[config.mk]
export PLATFORM = sky130hd
export DESIGN_NAME = soft_knee_dynamic_compressor_unit
export DESIGN_NICKNAME = d
export VERILOG_FILES = /design/src/design/skdc_pkg.sv /design/src/design/skdc_cfg.sv /design/src/design/skdc_mul.sv /design/src/design/skdc_seq.sv /design/src/design/soft_knee_dynamic_compressor_unit.sv
export SDC_FILE = /design/constraint.sdc
export NUM_CORES = 2
export LEC_CHECK = 0
export ABC_AREA = 0
export BUFFER_PORTS_ARGS = -buffer_cell sky130_fd_sc_hd__clkbuf_2
export CAP_MARGIN = 20
export CORE_ASPECT_RATIO = 0.75
export CORE_MARGIN = 2
export CORE_UTILIZATION = 28
export CTS_BUF_LIST = sky130_fd_sc_hd__clkbuf_16
export DETAILED_ROUTE_END_ITERATION = 8
export PLACE_DENSITY = 0.4
export SLEW_MARGIN = 20
export SYNTH_ARGS = -nofsm -noshare
export SYNTH_HDL_FRONTEND = slang
export SYNTH_HIERARCHICAL = 1
export SYNTH_SLANG_ARGS = --single-unit
export TNS_END_PERCENT = 1
[constraint.sdc]
create_clock -name clk -period 13.5 [get_ports clk]
set_input_delay 4.05 -clock clk [delete_from_list [all_inputs] [get_ports clk]]
set_output_delay 4.05 -clock clk [all_outputs]
set_load 0.01 [all_outputs]
[src/design/skdc_pkg.sv]
package skdc_pkg;

    // Channel and configuration widths
    localparam int SAMPLE_W   = 24;
    localparam int CFG_IDX_W  = 3;
    localparam int CFG_DATA_W = 17;

    // Register indexes
    localparam logic [CFG_IDX_W-1:0] REG_THRESHOLD = 3'd0;
    localparam logic [CFG_IDX_W-1:0] REG_KNEE      = 3'd1;
    localparam logic [CFG_IDX_W-1:0] REG_INV_RATIO = 3'd2;
    localparam logic [CFG_IDX_W-1:0] REG_MAKEUP    = 3'd3;
    localparam logic [CFG_IDX_W-1:0] REG_ATTACK    = 3'd4;
    localparam logic [CFG_IDX_W-1:0] REG_RELEASE   = 3'd5;
    localparam logic [CFG_IDX_W-1:0] REG_BLEND     = 3'd6;

    typedef struct packed {
        logic signed [15:0] threshold_db;
        logic [12:0]        knee_width_db;
        logic [16:0]        inv_ratio;
        logic signed [13:0] makeup_gain_db;
        logic [15:0]        attack_coeff;
        logic [15:0]        release_coeff;
        logic [16:0]        blend;
    } cfg_t;

    // Register reset values
    localparam logic signed [15:0] RST_THRESHOLD = -16'sd5120;
    localparam logic [12:0]        RST_KNEE      = 13'd1536;
    localparam logic [16:0]        RST_INV_RATIO = 17'd16384;
    localparam logic signed [13:0] RST_MAKEUP    = 14'sd0;
    localparam logic [15:0]        RST_ATTACK    = 16'd64225;
    localparam logic [15:0]        RST_RELEASE   = 16'd65262;
    localparam logic [16:0]        RST_BLEND     = 17'd65536;

    // Arithmetic constants
    localparam logic [16:0]        ONE_Q16         = 17'd65536;
    localparam logic [18:0]        DB_PER_LOG2_Q16 = 19'd394566;
    localparam logic [21:0]        LOG2_PER_DB_Q24 = 22'd2786635;
    localparam logic signed [16:0] FLOOR_DB_Q8     = -17'sd40960;
    localparam logic signed [21:0] LOG2_FULL_SCALE = 22'sd1507328;
    localparam logic [40:0]        WET_LIMIT       = 41'h100_0000_0000;

    // Integer square root, used only to build the root table
    function automatic logic [63:0] isqrt64(input logic [63:0] v);
        logic [63:0] rem;
        logic [63:0] root;
        logic [63:0] bitv;
        rem  = v;
        root = '0;
        bitv = 64'h4000_0000_0000_0000;
        for (int i = 0; i < 32; i++) begin
            if (rem >= root + bitv) begin
                rem  = rem - (root + bitv);
                root = (root >> 1) + bitv;
            end
            else begin
                root = root >> 1;
            end
            bitv = bitv >> 2;
        end
        return root;
    endfunction

    // 2^(2^-i) in Q1.30 for i = 1..16, each the truncated root of the last
    function automatic logic [15:0][31:0] exp2_roots();
        logic [15:0][31:0] c;
        logic [63:0]       t;
        t    = isqrt64(64'd1 << 61);
        c[0] = t[31:0];
        for (int i = 1; i < 16; i++) begin
            t    = isqrt64({2'b00, c[i-1], 30'b0});
            c[i] = t[31:0];
        end
        return c;
    endfunction

    localparam logic [15:0][31:0] EXP2_ROOT = exp2_roots();

endpackage

[src/design/skdc_cfg.sv]
module skdc_cfg (
    input  logic                                clk,
    input  logic                                rst_n,
    input  logic                                cfg_we,
    input  logic [skdc_pkg::CFG_IDX_W-1:0]      cfg_index,
    input  logic [skdc_pkg::CFG_DATA_W-1:0]     cfg_data,
    output skdc_pkg::cfg_t                      cfg
);

    skdc_pkg::cfg_t cfg_reg;
    skdc_pkg::cfg_t cfg_next;

    // Decode the write into the addressed register; unknown indexes drop
    always_comb
    begin
        cfg_next = cfg_reg;
        if (cfg_we)
        begin
            case (cfg_index)
                skdc_pkg::REG_THRESHOLD: cfg_next.threshold_db   = cfg_data[15:0];
                skdc_pkg::REG_KNEE:      cfg_next.knee_width_db  = cfg_data[12:0];
                skdc_pkg::REG_INV_RATIO: cfg_next.inv_ratio      = cfg_data[16:0];
                skdc_pkg::REG_MAKEUP:    cfg_next.makeup_gain_db = cfg_data[13:0];
                skdc_pkg::REG_ATTACK:    cfg_next.attack_coeff   = cfg_data[15:0];
                skdc_pkg::REG_RELEASE:   cfg_next.release_coeff  = cfg_data[15:0];
                skdc_pkg::REG_BLEND:     cfg_next.blend          = cfg_data[16:0];
                default:                 cfg_next = cfg_reg;
            endcase
        end
    end

    always_ff @(posedge clk or negedge rst_n)
    begin
        if (!rst_n)
        begin
            cfg_reg.threshold_db   <= skdc_pkg::RST_THRESHOLD;
            cfg_reg.knee_width_db  <= skdc_pkg::RST_KNEE;
            cfg_reg.inv_ratio      <= skdc_pkg::RST_INV_RATIO;
            cfg_reg.makeup_gain_db <= skdc_pkg::RST_MAKEUP;
            cfg_reg.attack_coeff   <= skdc_pkg::RST_ATTACK;
            cfg_reg.release_coeff  <= skdc_pkg::RST_RELEASE;
            cfg_reg.blend          <= skdc_pkg::RST_BLEND;
        end
        else
        begin
            cfg_reg <= cfg_next;
        end
    end

    assign cfg = cfg_reg;

endmodule

[src/design/skdc_mul.sv]
module skdc_mul (
    input  logic               clk,
    input  logic signed [32:0] op_a,
    input  logic signed [32:0] op_b,
    output logic signed [65:0] prod
);

    logic signed [65:0] prod_reg;

    // Register every product; the sequencer reads it in the following cycle
    always_ff @(posedge clk)
    begin
        prod_reg <= op_a * op_b;
    end

    assign prod = prod_reg;

endmodule

[src/design/skdc_seq.sv]
module skdc_seq (
    input  logic               clk,
    input  logic               rst_n,
    input  skdc_pkg::cfg_t     cfg,
    input  logic               start,
    input  logic [23:0]        sample_in,
    input  logic               start_of_block,
    output logic               idle,
    output logic               res_valid,
    input  logic               res_take,
    output logic [23:0]        sample_out,
    output logic signed [32:0] mul_a,
    output logic signed [32:0] mul_b,
    input  logic signed [65:0] mul_prod
);

    typedef enum logic [31:0] {
        ST_IDLE    = 32'h0000_0001,
        ST_NORM    = 32'h0000_0002,
        ST_SQ_MUL  = 32'h0000_0004,
        ST_SQ_ACC  = 32'h0000_0008,
        ST_XG_MUL  = 32'h0000_0010,
        ST_XG_ACC  = 32'h0000_0020,
        ST_RED     = 32'h0000_0040,
        ST_KN_SQ   = 32'h0000_0080,
        ST_KN_K    = 32'h0000_0100,
        ST_KN_DIV0 = 32'h0000_0200,
        ST_KN_DIV  = 32'h0000_0400,
        ST_AB_MUL  = 32'h0000_0800,
        ST_AB_ACC  = 32'h0000_1000,
        ST_PK1     = 32'h0000_2000,
        ST_PK2     = 32'h0000_4000,
        ST_PK3     = 32'h0000_8000,
        ST_SM1     = 32'h0001_0000,
        ST_SM2     = 32'h0002_0000,
        ST_SM3     = 32'h0004_0000,
        ST_GAIN    = 32'h0008_0000,
        ST_L2_MUL  = 32'h0010_0000,
        ST_L2_ACC  = 32'h0020_0000,
        ST_EX_MUL  = 32'h0040_0000,
        ST_EX_ACC  = 32'h0080_0000,
        ST_WM_MUL  = 32'h0100_0000,
        ST_WM_ACC  = 32'h0200_0000,
        ST_MX1     = 32'h0400_0000,
        ST_MX2     = 32'h0800_0000,
        ST_MX3     = 32'h1000_0000,
        ST_MX4     = 32'h2000_0000,
        ST_OUT     = 32'h4000_0000,
        ST_DONE    = 32'h8000_0000
    } state_t;

    state_t             state_reg, state_next;
    logic [4:0]         cnt_reg, cnt_next;
    logic               pass_reg, pass_next;
    logic               neg_reg, neg_next;
    logic [23:0]        mag_reg, mag_next;
    logic [23:0]        nrm_reg, nrm_next;
    logic [4:0]         e_reg, e_next;
    logic [31:0]        y_reg, y_next;
    logic [15:0]        frac_reg, frac_next;
    logic signed [16:0] xg_reg, xg_next;
    logic signed [17:0] d_reg, d_next;
    logic [14:0]        u_reg, u_next;
    logic [12:0]        rem_reg, rem_next;
    logic [20:0]        nl_reg, nl_next;
    logic [20:0]        q_reg, q_next;
    logic [23:0]        xl_reg, xl_next;
    logic [23:0]        peak_reg, peak_next;
    logic [23:0]        smooth_reg, smooth_next;
    logic [57:0]        acc_reg, acc_next;
    logic signed [26:0] g_reg, g_next;
    logic signed [10:0] ip_reg, ip_next;
    logic [15:0]        fp_reg, fp_next;
    logic [40:0]        wm_reg, wm_next;
    logic [23:0]        res_reg, res_next;

    // Derived configuration values
    logic [16:0]        slope;
    logic [16:0]        knee_k;
    logic [16:0]        blend_eff;
    logic [16:0]        dry_w;
    logic [16:0]        rel_w;
    logic [16:0]        att_w;

    // Level computer terms
    logic [23:0]        mag_c;
    logic signed [21:0] log_rel;
    logic signed [16:0] lvl;
    logic signed [17:0] d_c;
    logic [17:0]        ad_c;
    logic               knee_c;
    logic               above_c;
    logic signed [18:0] u_c;

    // Shared scratch terms
    logic [31:0]        sq_t;
    logic [13:0]        div_t;
    logic [13:0]        div_d;
    logic               div_ge;
    logic [41:0]        wsum;
    logic [25:0]        mix;
    logic [25:0]        pk;
    logic signed [26:0] l2_c;
    logic signed [11:0] shift_c;
    logic [63:0]        shifted;
    logic [41:0]        qp;
    logic [58:0]        qn_sum;
    logic [42:0]        qn;

    assign slope     = (cfg.inv_ratio > skdc_pkg::ONE_Q16) ? skdc_pkg::ONE_Q16 : cfg.inv_ratio;
    assign knee_k    = skdc_pkg::ONE_Q16 - slope;
    assign blend_eff = (cfg.blend > skdc_pkg::ONE_Q16) ? skdc_pkg::ONE_Q16 : cfg.blend;
    assign dry_w     = skdc_pkg::ONE_Q16 - blend_eff;
    assign rel_w     = skdc_pkg::ONE_Q16 - {1'b0, cfg.release_coeff};
    assign att_w     = skdc_pkg::ONE_Q16 - {1'b0, cfg.attack_coeff};

    assign mag_c   = sample_in[23] ? (~sample_in + 24'd1) : sample_in;
    assign log_rel = $signed({1'b0, e_reg, frac_reg}) - skdc_pkg::LOG2_FULL_SCALE;

    // Gain computer regions: first pass at the input level, second at 0 dB
    assign lvl     = pass_reg ? 17'sd0 : xg_reg;
    assign d_c     = {lvl[16], lvl} - {{2{cfg.threshold_db[15]}}, cfg.threshold_db};
    assign ad_c    = d_c[17] ? (~d_c + 18'd1) : d_c;
    assign knee_c  = (cfg.knee_width_db != 13'd0) && ({ad_c, 1'b0} <= {6'd0, cfg.knee_width_db});
    assign above_c = !d_c[17] && ({d_c, 1'b0} > {6'd0, cfg.knee_width_db});
    assign u_c     = {d_c, 1'b0} + $signed({6'd0, cfg.knee_width_db});

    assign sq_t    = mul_prod[61:30];
    assign div_t   = {rem_reg, nl_reg[20]};
    assign div_d   = div_t - {1'b0, cfg.knee_width_db};
    assign div_ge  = div_t >= {1'b0, cfg.knee_width_db};
    assign wsum    = {1'b0, acc_reg[40:0]} + {1'b0, mul_prod[40:0]};
    assign mix     = wsum[41:16];
    assign pk      = (mix > {2'b00, xl_reg}) ? mix : {2'b00, xl_reg};
    assign l2_c    = mul_prod[50:24];
    assign shift_c = 12'sd30 - {ip_reg[10], ip_reg};
    assign shifted = {9'd0, mul_prod[54:0]} >> shift_c[5:0];
    assign qp      = acc_reg[57:16];
    assign qn_sum  = {1'b0, acc_reg} + 59'd65535;
    assign qn      = qn_sum[58:16];

    // Route operands of the shared multiplier by step
    always_comb
    begin
        mul_a = '0;
        mul_b = '0;
        case (state_reg)
            ST_SQ_MUL:
            begin
                mul_a = {1'b0, y_reg};
                mul_b = {1'b0, y_reg};
            end
            ST_XG_MUL:
            begin
                mul_a = {{11{log_rel[21]}}, log_rel};
                mul_b = {14'd0, skdc_pkg::DB_PER_LOG2_Q16};
            end
            ST_KN_SQ:
            begin
                mul_a = {18'd0, u_reg};
                mul_b = {18'd0, u_reg};
            end
            ST_KN_K:
            begin
                mul_a = {4'd0, mul_prod[28:0]};
                mul_b = {16'd0, knee_k};
            end
            ST_AB_MUL:
            begin
                mul_a = {{15{d_reg[17]}}, d_reg};
                mul_b = {16'd0, knee_k};
            end
            ST_PK1:
            begin
                mul_a = {17'd0, cfg.release_coeff};
                mul_b = {9'd0, peak_reg};
            end
            ST_PK2:
            begin
                mul_a = {16'd0, rel_w};
                mul_b = {9'd0, xl_reg};
            end
            ST_SM1:
            begin
                mul_a = {17'd0, cfg.attack_coeff};
                mul_b = {9'd0, smooth_reg};
            end
            ST_SM2:
            begin
                mul_a = {16'd0, att_w};
                mul_b = {9'd0, peak_reg};
            end
            ST_L2_MUL:
            begin
                mul_a = {{6{g_reg[26]}}, g_reg};
                mul_b = {11'd0, skdc_pkg::LOG2_PER_DB_Q24};
            end
            ST_EX_MUL:
            begin
                mul_a = {1'b0, y_reg};
                mul_b = {1'b0, skdc_pkg::EXP2_ROOT[cnt_reg[3:0]]};
            end
            ST_WM_MUL:
            begin
                mul_a = {9'd0, mag_reg};
                mul_b = {1'b0, y_reg};
            end
            ST_MX1:
            begin
                mul_a = {16'd0, dry_w};
                mul_b = {9'd0, mag_reg};
            end
            ST_MX2:
            begin
                mul_a = {16'd0, blend_eff};
                mul_b = {9'd0, wm_reg[23:0]};
            end
            ST_MX3:
            begin
                mul_a = {16'd0, blend_eff};
                mul_b = {16'd0, wm_reg[40:24]};
            end
            default:
            begin
                mul_a = '0;
                mul_b = '0;
            end
        endcase
    end

    // Sequence one item through the shared multiplier
    always_comb
    begin
        state_next  = state_reg;
        cnt_next    = cnt_reg;
        pass_next   = pass_reg;
        neg_next    = neg_reg;
        mag_next    = mag_reg;
        nrm_next    = nrm_reg;
        e_next      = e_reg;
        y_next      = y_reg;
        frac_next   = frac_reg;
        xg_next     = xg_reg;
        d_next      = d_reg;
        u_next      = u_reg;
        rem_next    = rem_reg;
        nl_next     = nl_reg;
        q_next      = q_reg;
        xl_next     = xl_reg;
        peak_next   = peak_reg;
        smooth_next = smooth_reg;
        acc_next    = acc_reg;
        g_next      = g_reg;
        ip_next     = ip_reg;
        fp_next     = fp_reg;
        wm_next     = wm_reg;
        res_next    = res_reg;
        case (state_reg)
            ST_IDLE:
            begin
                if (start)
                begin
                    neg_next  = sample_in[23];
                    mag_next  = mag_c;
                    pass_next = 1'b0;
                    if (start_of_block)
                    begin
                        peak_next   = '0;
                        smooth_next = '0;
                    end
                    if (mag_c == 24'd0)
                    begin
                        xg_next    = skdc_pkg::FLOOR_DB_Q8;
                        state_next = ST_RED;
                    end
                    else
                    begin
                        nrm_next   = mag_c;
                        e_next     = 5'd23;
                        state_next = ST_NORM;
                    end
                end
            end
            // Find the leading one, one bit a cycle
            ST_NORM:
            begin
                if (nrm_reg[23])
                begin
                    y_next     = {1'b0, nrm_reg, 7'd0};
                    frac_next  = '0;
                    cnt_next   = 5'd15;
                    state_next = ST_SQ_MUL;
                end
                else
                begin
                    nrm_next = {nrm_reg[22:0], 1'b0};
                    e_next   = e_reg - 5'd1;
                end
            end
            ST_SQ_MUL:
            begin
                state_next = ST_SQ_ACC;
            end
            // Square the mantissa and take one fraction bit
            ST_SQ_ACC:
            begin
                y_next    = sq_t[31] ? {1'b0, sq_t[31:1]} : sq_t;
                frac_next = {frac_reg[14:0], sq_t[31]};
                if (cnt_reg == 5'd0)
                begin
                    state_next = ST_XG_MUL;
                end
                else
                begin
                    cnt_next   = cnt_reg - 5'd1;
                    state_next = ST_SQ_MUL;
                end
            end
            ST_XG_MUL:
            begin
                state_next = ST_XG_ACC;
            end
            ST_XG_ACC:
            begin
                xg_next    = mul_prod[40:24];
                state_next = ST_RED;
            end
            // Pick the gain computer region
            ST_RED:
            begin
                d_next = d_c;
                u_next = u_c[14:0];
                if (knee_c)
                begin
                    state_next = ST_KN_SQ;
                end
                else if (above_c)
                begin
                    state_next = ST_AB_MUL;
                end
                else
                begin
                    xl_next    = '0;
                    state_next = pass_reg ? ST_GAIN : ST_PK1;
                end
            end
            ST_KN_SQ:
            begin
                state_next = ST_KN_K;
            end
            ST_KN_K:
            begin
                state_next = ST_KN_DIV0;
            end
            ST_KN_DIV0:
            begin
                rem_next   = mul_prod[44:32];
                nl_next    = mul_prod[31:11];
                q_next     = '0;
                cnt_next   = 5'd20;
                state_next = ST_KN_DIV;
            end
            // Restoring division by the knee width, one quotient bit a cycle
            ST_KN_DIV:
            begin
                rem_next = div_ge ? div_d[12:0] : div_t[12:0];
                nl_next  = {nl_reg[19:0], 1'b0};
                q_next   = {q_reg[19:0], div_ge};
                if (cnt_reg == 5'd0)
                begin
                    xl_next    = {3'd0, q_reg[19:0], div_ge};
                    state_next = pass_reg ? ST_GAIN : ST_PK1;
                end
                else
                begin
                    cnt_next = cnt_reg - 5'd1;
                end
            end
            ST_AB_MUL:
            begin
                state_next = ST_AB_ACC;
            end
            ST_AB_ACC:
            begin
                xl_next    = mul_prod[31:8];
                state_next = pass_reg ? ST_GAIN : ST_PK1;
            end
            // Release stage of the peak detector
            ST_PK1:
            begin
                state_next = ST_PK2;
            end
            ST_PK2:
            begin
                acc_next   = {17'd0, mul_prod[40:0]};
                state_next = ST_PK3;
            end
            ST_PK3:
            begin
                peak_next  = (pk[25:24] != 2'b00) ? 24'hFF_FFFF : pk[23:0];
                state_next = ST_SM1;
            end
            // Attack stage
            ST_SM1:
            begin
                state_next = ST_SM2;
            end
            ST_SM2:
            begin
                acc_next   = {17'd0, mul_prod[40:0]};
                state_next = ST_SM3;
            end
            ST_SM3:
            begin
                smooth_next = (mix[25:24] != 2'b00) ? 24'hFF_FFFF : mix[23:0];
                pass_next   = 1'b1;
                state_next  = ST_RED;
            end
            // Gain in dB: automatic makeup plus user makeup minus reduction
            ST_GAIN:
            begin
                g_next = $signed({3'd0, xl_reg})
                       + $signed({{5{cfg.makeup_gain_db[13]}}, cfg.makeup_gain_db, 8'd0})
                       - $signed({3'd0, smooth_reg});
                state_next = ST_L2_MUL;
            end
            ST_L2_MUL:
            begin
                state_next = ST_L2_ACC;
            end
            ST_L2_ACC:
            begin
                ip_next    = l2_c[26:16];
                fp_next    = l2_c[15:0];
                y_next     = 32'h4000_0000;
                cnt_next   = 5'd0;
                state_next = ST_EX_MUL;
            end
            ST_EX_MUL:
            begin
                state_next = ST_EX_ACC;
            end
            // Raise the fraction bit by bit through the root table
            ST_EX_ACC:
            begin
                if (fp_reg[15])
                begin
                    y_next = sq_t;
                end
                fp_next = {fp_reg[14:0], 1'b0};
                if (cnt_reg == 5'd15)
                begin
                    state_next = ST_WM_MUL;
                end
                else
                begin
                    cnt_next   = cnt_reg + 5'd1;
                    state_next = ST_EX_MUL;
                end
            end
            ST_WM_MUL:
            begin
                state_next = ST_WM_ACC;
            end
            // Scale by the integer part and limit the wet magnitude
            ST_WM_ACC:
            begin
                if (shift_c[11])
                begin
                    wm_next = (mul_prod[54:0] != 55'd0) ? skdc_pkg::WET_LIMIT : 41'd0;
                end
                else if (shift_c[10:6] != 5'd0)
                begin
                    wm_next = '0;
                end
                else if (shifted > {23'd0, skdc_pkg::WET_LIMIT})
                begin
                    wm_next = skdc_pkg::WET_LIMIT;
                end
                else
                begin
                    wm_next = shifted[40:0];
                end
                state_next = ST_MX1;
            end
            // Dry/wet mix on magnitudes, wet term in two partial products
            ST_MX1:
            begin
                state_next = ST_MX2;
            end
            ST_MX2:
            begin
                acc_next   = {17'd0, mul_prod[40:0]};
                state_next = ST_MX3;
            end
            ST_MX3:
            begin
                acc_next   = acc_reg + {17'd0, mul_prod[40:0]};
                state_next = ST_MX4;
            end
            ST_MX4:
            begin
                acc_next   = acc_reg + {mul_prod[33:0], 24'd0};
                state_next = ST_OUT;
            end
            // Restore the sign, round toward minus infinity and saturate
            ST_OUT:
            begin
                if (!neg_reg)
                begin
                    res_next = (qp > 42'd8388607) ? 24'h7F_FFFF : qp[23:0];
                end
                else
                begin
                    res_next = (qn > 43'd8388608) ? 24'h80_0000 : (~qn[23:0] + 24'd1);
                end
                state_next = ST_DONE;
            end
            // Hold the result until the output register takes it
            ST_DONE:
            begin
                if (res_take)
                begin
                    state_next = ST_IDLE;
                end
            end
            default:
            begin
                state_next = ST_IDLE;
            end
        endcase
    end

    always_ff @(posedge clk or negedge rst_n)
    begin
        if (!rst_n)
        begin
            state_reg  <= ST_IDLE;
            peak_reg   <= '0;
            smooth_reg <= '0;
        end
        else
        begin
            state_reg  <= state_next;
            peak_reg   <= peak_next;
            smooth_reg <= smooth_next;
        end
    end

    always_ff @(posedge clk)
    begin
        cnt_reg  <= cnt_next;
        pass_reg <= pass_next;
        neg_reg  <= neg_next;
        mag_reg  <= mag_next;
        nrm_reg  <= nrm_next;
        e_reg    <= e_next;
        y_reg    <= y_next;
        frac_reg <= frac_next;
        xg_reg   <= xg_next;
        d_reg    <= d_next;
        u_reg    <= u_next;
        rem_reg  <= rem_next;
        nl_reg   <= nl_next;
        q_reg    <= q_next;
        xl_reg   <= xl_next;
        acc_reg  <= acc_next;
        g_reg    <= g_next;
        ip_reg   <= ip_next;
        fp_reg   <= fp_next;
        wm_reg   <= wm_next;
        res_reg  <= res_next;
    end

    assign idle       = (state_reg == ST_IDLE);
    assign res_valid  = (state_reg == ST_DONE);
    assign sample_out = res_reg;

endmodule

[src/design/soft_knee_dynamic_compressor_unit.sv]
// Soft-knee feedforward compressor, one signed 24-bit audio sample per item.
// Input stream: s_tdata carries sample_in, s_tuser carries start_of_block,
// which clears both detector levels before that sample is processed.
// Output stream: m_tdata carries the compressed, blended, saturated sample.
// Settings are written through cfg_we / cfg_index / cfg_data; the user must
// write them only while no item is in flight, which the block does not
// enforce. A write lands at the clock edge where cfg_we is high. A zero
// sample skips the log stage; every other sample is normalized and then
// squared. The work is paced by the single 33x33 multiplier that the steps
// share, plus the bit-serial knee divider (up to two knee passes per item).
// One item is in work at a time; s_tready is high only while the sequencer
// is idle, so a new item is taken only once the last has left the sequencer.
// A finished sample waits in the output register, so the next item may be
// taken while the receiver stalls; a second finished sample holds inside
// the sequencer until the output register frees.
// Reset clears the detector levels, restores the register defaults and
// empties the output register.
module soft_knee_dynamic_compressor_unit (
    input  logic                                clk,
    input  logic                                rst_n,
    input  logic                                s_tvalid,
    output logic                                s_tready,
    input  logic [23:0]                         s_tdata,   // [23:0] sample_in
    input  logic                                s_tuser,   // [0] start_of_block
    output logic                                m_tvalid,
    input  logic                                m_tready,
    output logic [23:0]                         m_tdata,   // [23:0] sample_out
    input  logic                                cfg_we,
    input  logic [skdc_pkg::CFG_IDX_W-1:0]      cfg_index,
    input  logic [skdc_pkg::CFG_DATA_W-1:0]     cfg_data
);

    skdc_pkg::cfg_t     cfg;
    logic               seq_idle;
    logic               res_valid;
    logic               res_take;
    logic [23:0]        res_data;
    logic signed [32:0] mul_a;
    logic signed [32:0] mul_b;
    logic signed [65:0] mul_prod;
    logic               out_valid_reg, out_valid_next;
    logic [23:0]        out_data_reg;

    skdc_cfg u_cfg (
        .clk       (clk),
        .rst_n     (rst_n),
        .cfg_we    (cfg_we),
        .cfg_index (cfg_index),
        .cfg_data  (cfg_data),
        .cfg       (cfg)
    );

    skdc_mul u_mul (
        .clk  (clk),
        .op_a (mul_a),
        .op_b (mul_b),
        .prod (mul_prod)
    );

    skdc_seq u_seq (
        .clk            (clk),
        .rst_n          (rst_n),
        .cfg            (cfg),
        .start          (s_tvalid && s_tready),
        .sample_in      (s_tdata),
        .start_of_block (s_tuser),
        .idle           (seq_idle),
        .res_valid      (res_valid),
        .res_take       (res_take),
        .sample_out     (res_data),
        .mul_a          (mul_a),
        .mul_b          (mul_b),
        .mul_prod       (mul_prod)
    );

    assign s_tready = seq_idle;

    // Load the output register when it is empty or being drained
    assign res_take = res_valid && (!out_valid_reg || m_tready);

    always_comb
    begin
        out_valid_next = out_valid_reg;
        if (res_take)
        begin
            out_valid_next = 1'b1;
        end
        else if (m_tready)
        begin
            out_valid_next = 1'b0;
        end
    end

    always_ff @(posedge clk or negedge rst_n)
    begin
        if (!rst_n)
        begin
            out_valid_reg <= 1'b0;
        end
        else
        begin
            out_valid_reg <= out_valid_next;
        end
    end

    always_ff @(posedge clk)
    begin
        if (res_take)
        begin
            out_data_reg <= res_data;
        end
    end

    assign m_tvalid = out_valid_reg;
    assign m_tdata  = out_data_reg;

endmodule

==> flow_summary.ini <==
[setup_path]
crit_slowest_cell = fa_1
max_stage_delay_ns = 0.73
cp-start-kind = flop
cpMostUsedCell = fa_1
cp.arrival_ns = 13.29
worst_setup_path_end_kind = flop
required_ns = 14.09
path_class = flop to flop
crit_path_max_fanout = 13

[synthesis]
syn_inst = 8668
syn_area_um2 = 83300
syn_area_per_cell_um2 = 9.62
synth_warnings = 6
syn_nets = 10300

[placement]
gp_congestion = 0.962
io_buffers = 75
place_area_um2 = 89200
post-dp-hpwl_um = 276000

[power_and_ir_drop]
vdd_drop_max_mv = 0.0929
pwr_density_cell_nw_per_um2 = 82.5
power_leakage_uw = 0.0423

[drt]
wl_per_cell_um = 27.9
wl_um = 352000
drt_iter0_drc = 7514
drtAntennaViolNets = 0
drc = 0
routed_via_density = 5.25
drtPass1Iterations = 9
dr_total_vias = 66300

[sta]
tns_ns = 0
slew_violations = 0
worst_pin_slew_ns = 1.28
finalSetupViolCount = 0
min_period_over_period_pct = 94.1
report.final.hold_viol_count = 0
final.min_clock_period_ns = 12.70
fin_skew_ns = 0.0578
maxSlewHeadroom_pct = 14.9
clock.fmax_ghz = 0.0787
rsz0062_at_grt = no

[global_route]
antenna_found_initial = 48
grt_pass1_vias = 66100
grt_pass1_wl_um = 504000
grt_overflow = 0
grtUsageTotal_pct = 23.1
grt_max_degree = 73

[clock_tree]
postCtsHoldBufs = 0
cts_sinks = 718
numCtsBuffers = 81
htree_levels = 3
cts-root-buf = clkbuf_16
clk_latency_ns = 0.73
clockBufferDepth = 3
cts_tree = yes
cts.clk_slew.worst_paths_ns = 0.06

[floorplan]
chipHeight_um = 476
start_util_pct = 28.1
die_w_um = 634
die_area_um2 = 302000
core_area_um2 = 296000
fp-row-count = 173
io_pins = 76

[finish]
fin_util_pct = 31.1
final_net_count = 10200
final_common_cell = inv_1
layout_common_cells = inv_1 (1365), fa_1 (1135), nand2_1 (1083)
area_growth_pct = 10.5
final_area_um2 = 92100
drive_above_1_share_pct = 9.39
largest_reg_flops = 109

[outcome]
run_status = completed

[hold_path]
min_path_type = flop to flop

[job]
max_cap_violations = 0
## critical path, delay by kind of cell (launching register included)
kind                     cells  cell delay (ns)
flip-flops                   1             0.44
XOR/XNOR                     1             0.15
adder cells (fa/ha/maj)     10             5.05
AO/OA/AOI/OAI                8             2.94
AND/OR/NAND/NOR             11             2.57
buffers and inverters       10             1.39
## final timing paths
kind                                           from             endpoint  slack (ns)  cells past startpoint
max in group asynchronous                     rst_n  u_seq/smooth_reg[1]        7.91                      3
worst max register to register        u_cfg/cfg[67]       u_mul/prod[58]        0.80                     40
worst min-delay path            u_seq/sample_out[0]           m_tdata[0]        0.42                      0
worst min register to register  u_seq/sample_out[0]           m_tdata[0]        0.42                      0
min in group asynchronous                     rst_n        u_cfg/cfg[66]        3.36                      1
worst max-delay path                  u_cfg/cfg[67]       u_mul/prod[58]        0.80                     40
## through the flow
stage | setup WS, ns | total power, uW | hold slack, ns | cells
global route | 0.212 | 7930 | 0.427 | 12600
floorplan | 2.70 | 4240 | 0.400 | 8668
finish | 0.800 | 7600 | 0.419 | 12600
CTS | 0.615 | 7590 | 0.420 | 12600
global placement | 0.801 | 5200 | 0.404 | 12400
detailed placement | 0.665 | 5210 | 0.405 | 12500
## cell type report
class                           instances  area (um^2)
Fill cell                           30900       204000
Multi-Input combinational cell       6120        57200
Sequential cell                       718        19700
Inverter                             1350         5070
Tap cell                             3937         4930
Timing Repair Buffer                  326         2350
Clock buffer                           90         2250
Clock inverter                         62          503
Antenna cell                           20         50.0
## repair_timing
action / 4_1_cts / 5_1_grt
resized for setup: 0 / 3
setup endpoints to repair: 0 / 7
buffers inserted: 0 / 0
## power by group
part	internal, uW	switching (uW)	total (uW)
sequential	2660	309	2970
combinational	777	1500	2270
clock	1290	1070	2360
total	4720	2870	7600
## per-layer routing
metal / up-vias / share of wire, % / global-route usage [%]
met3: 371 / 8.8 / 4.54
met4: 2 / 2.4 / 4.84
met2: 2818 / 39 / 31.2
met5: - / 0.0023 / 0
met1: 34600 / 50 / 37.2
li1: 28500 / - / -
Note: power is estimated with default switching activity, not from simulation.
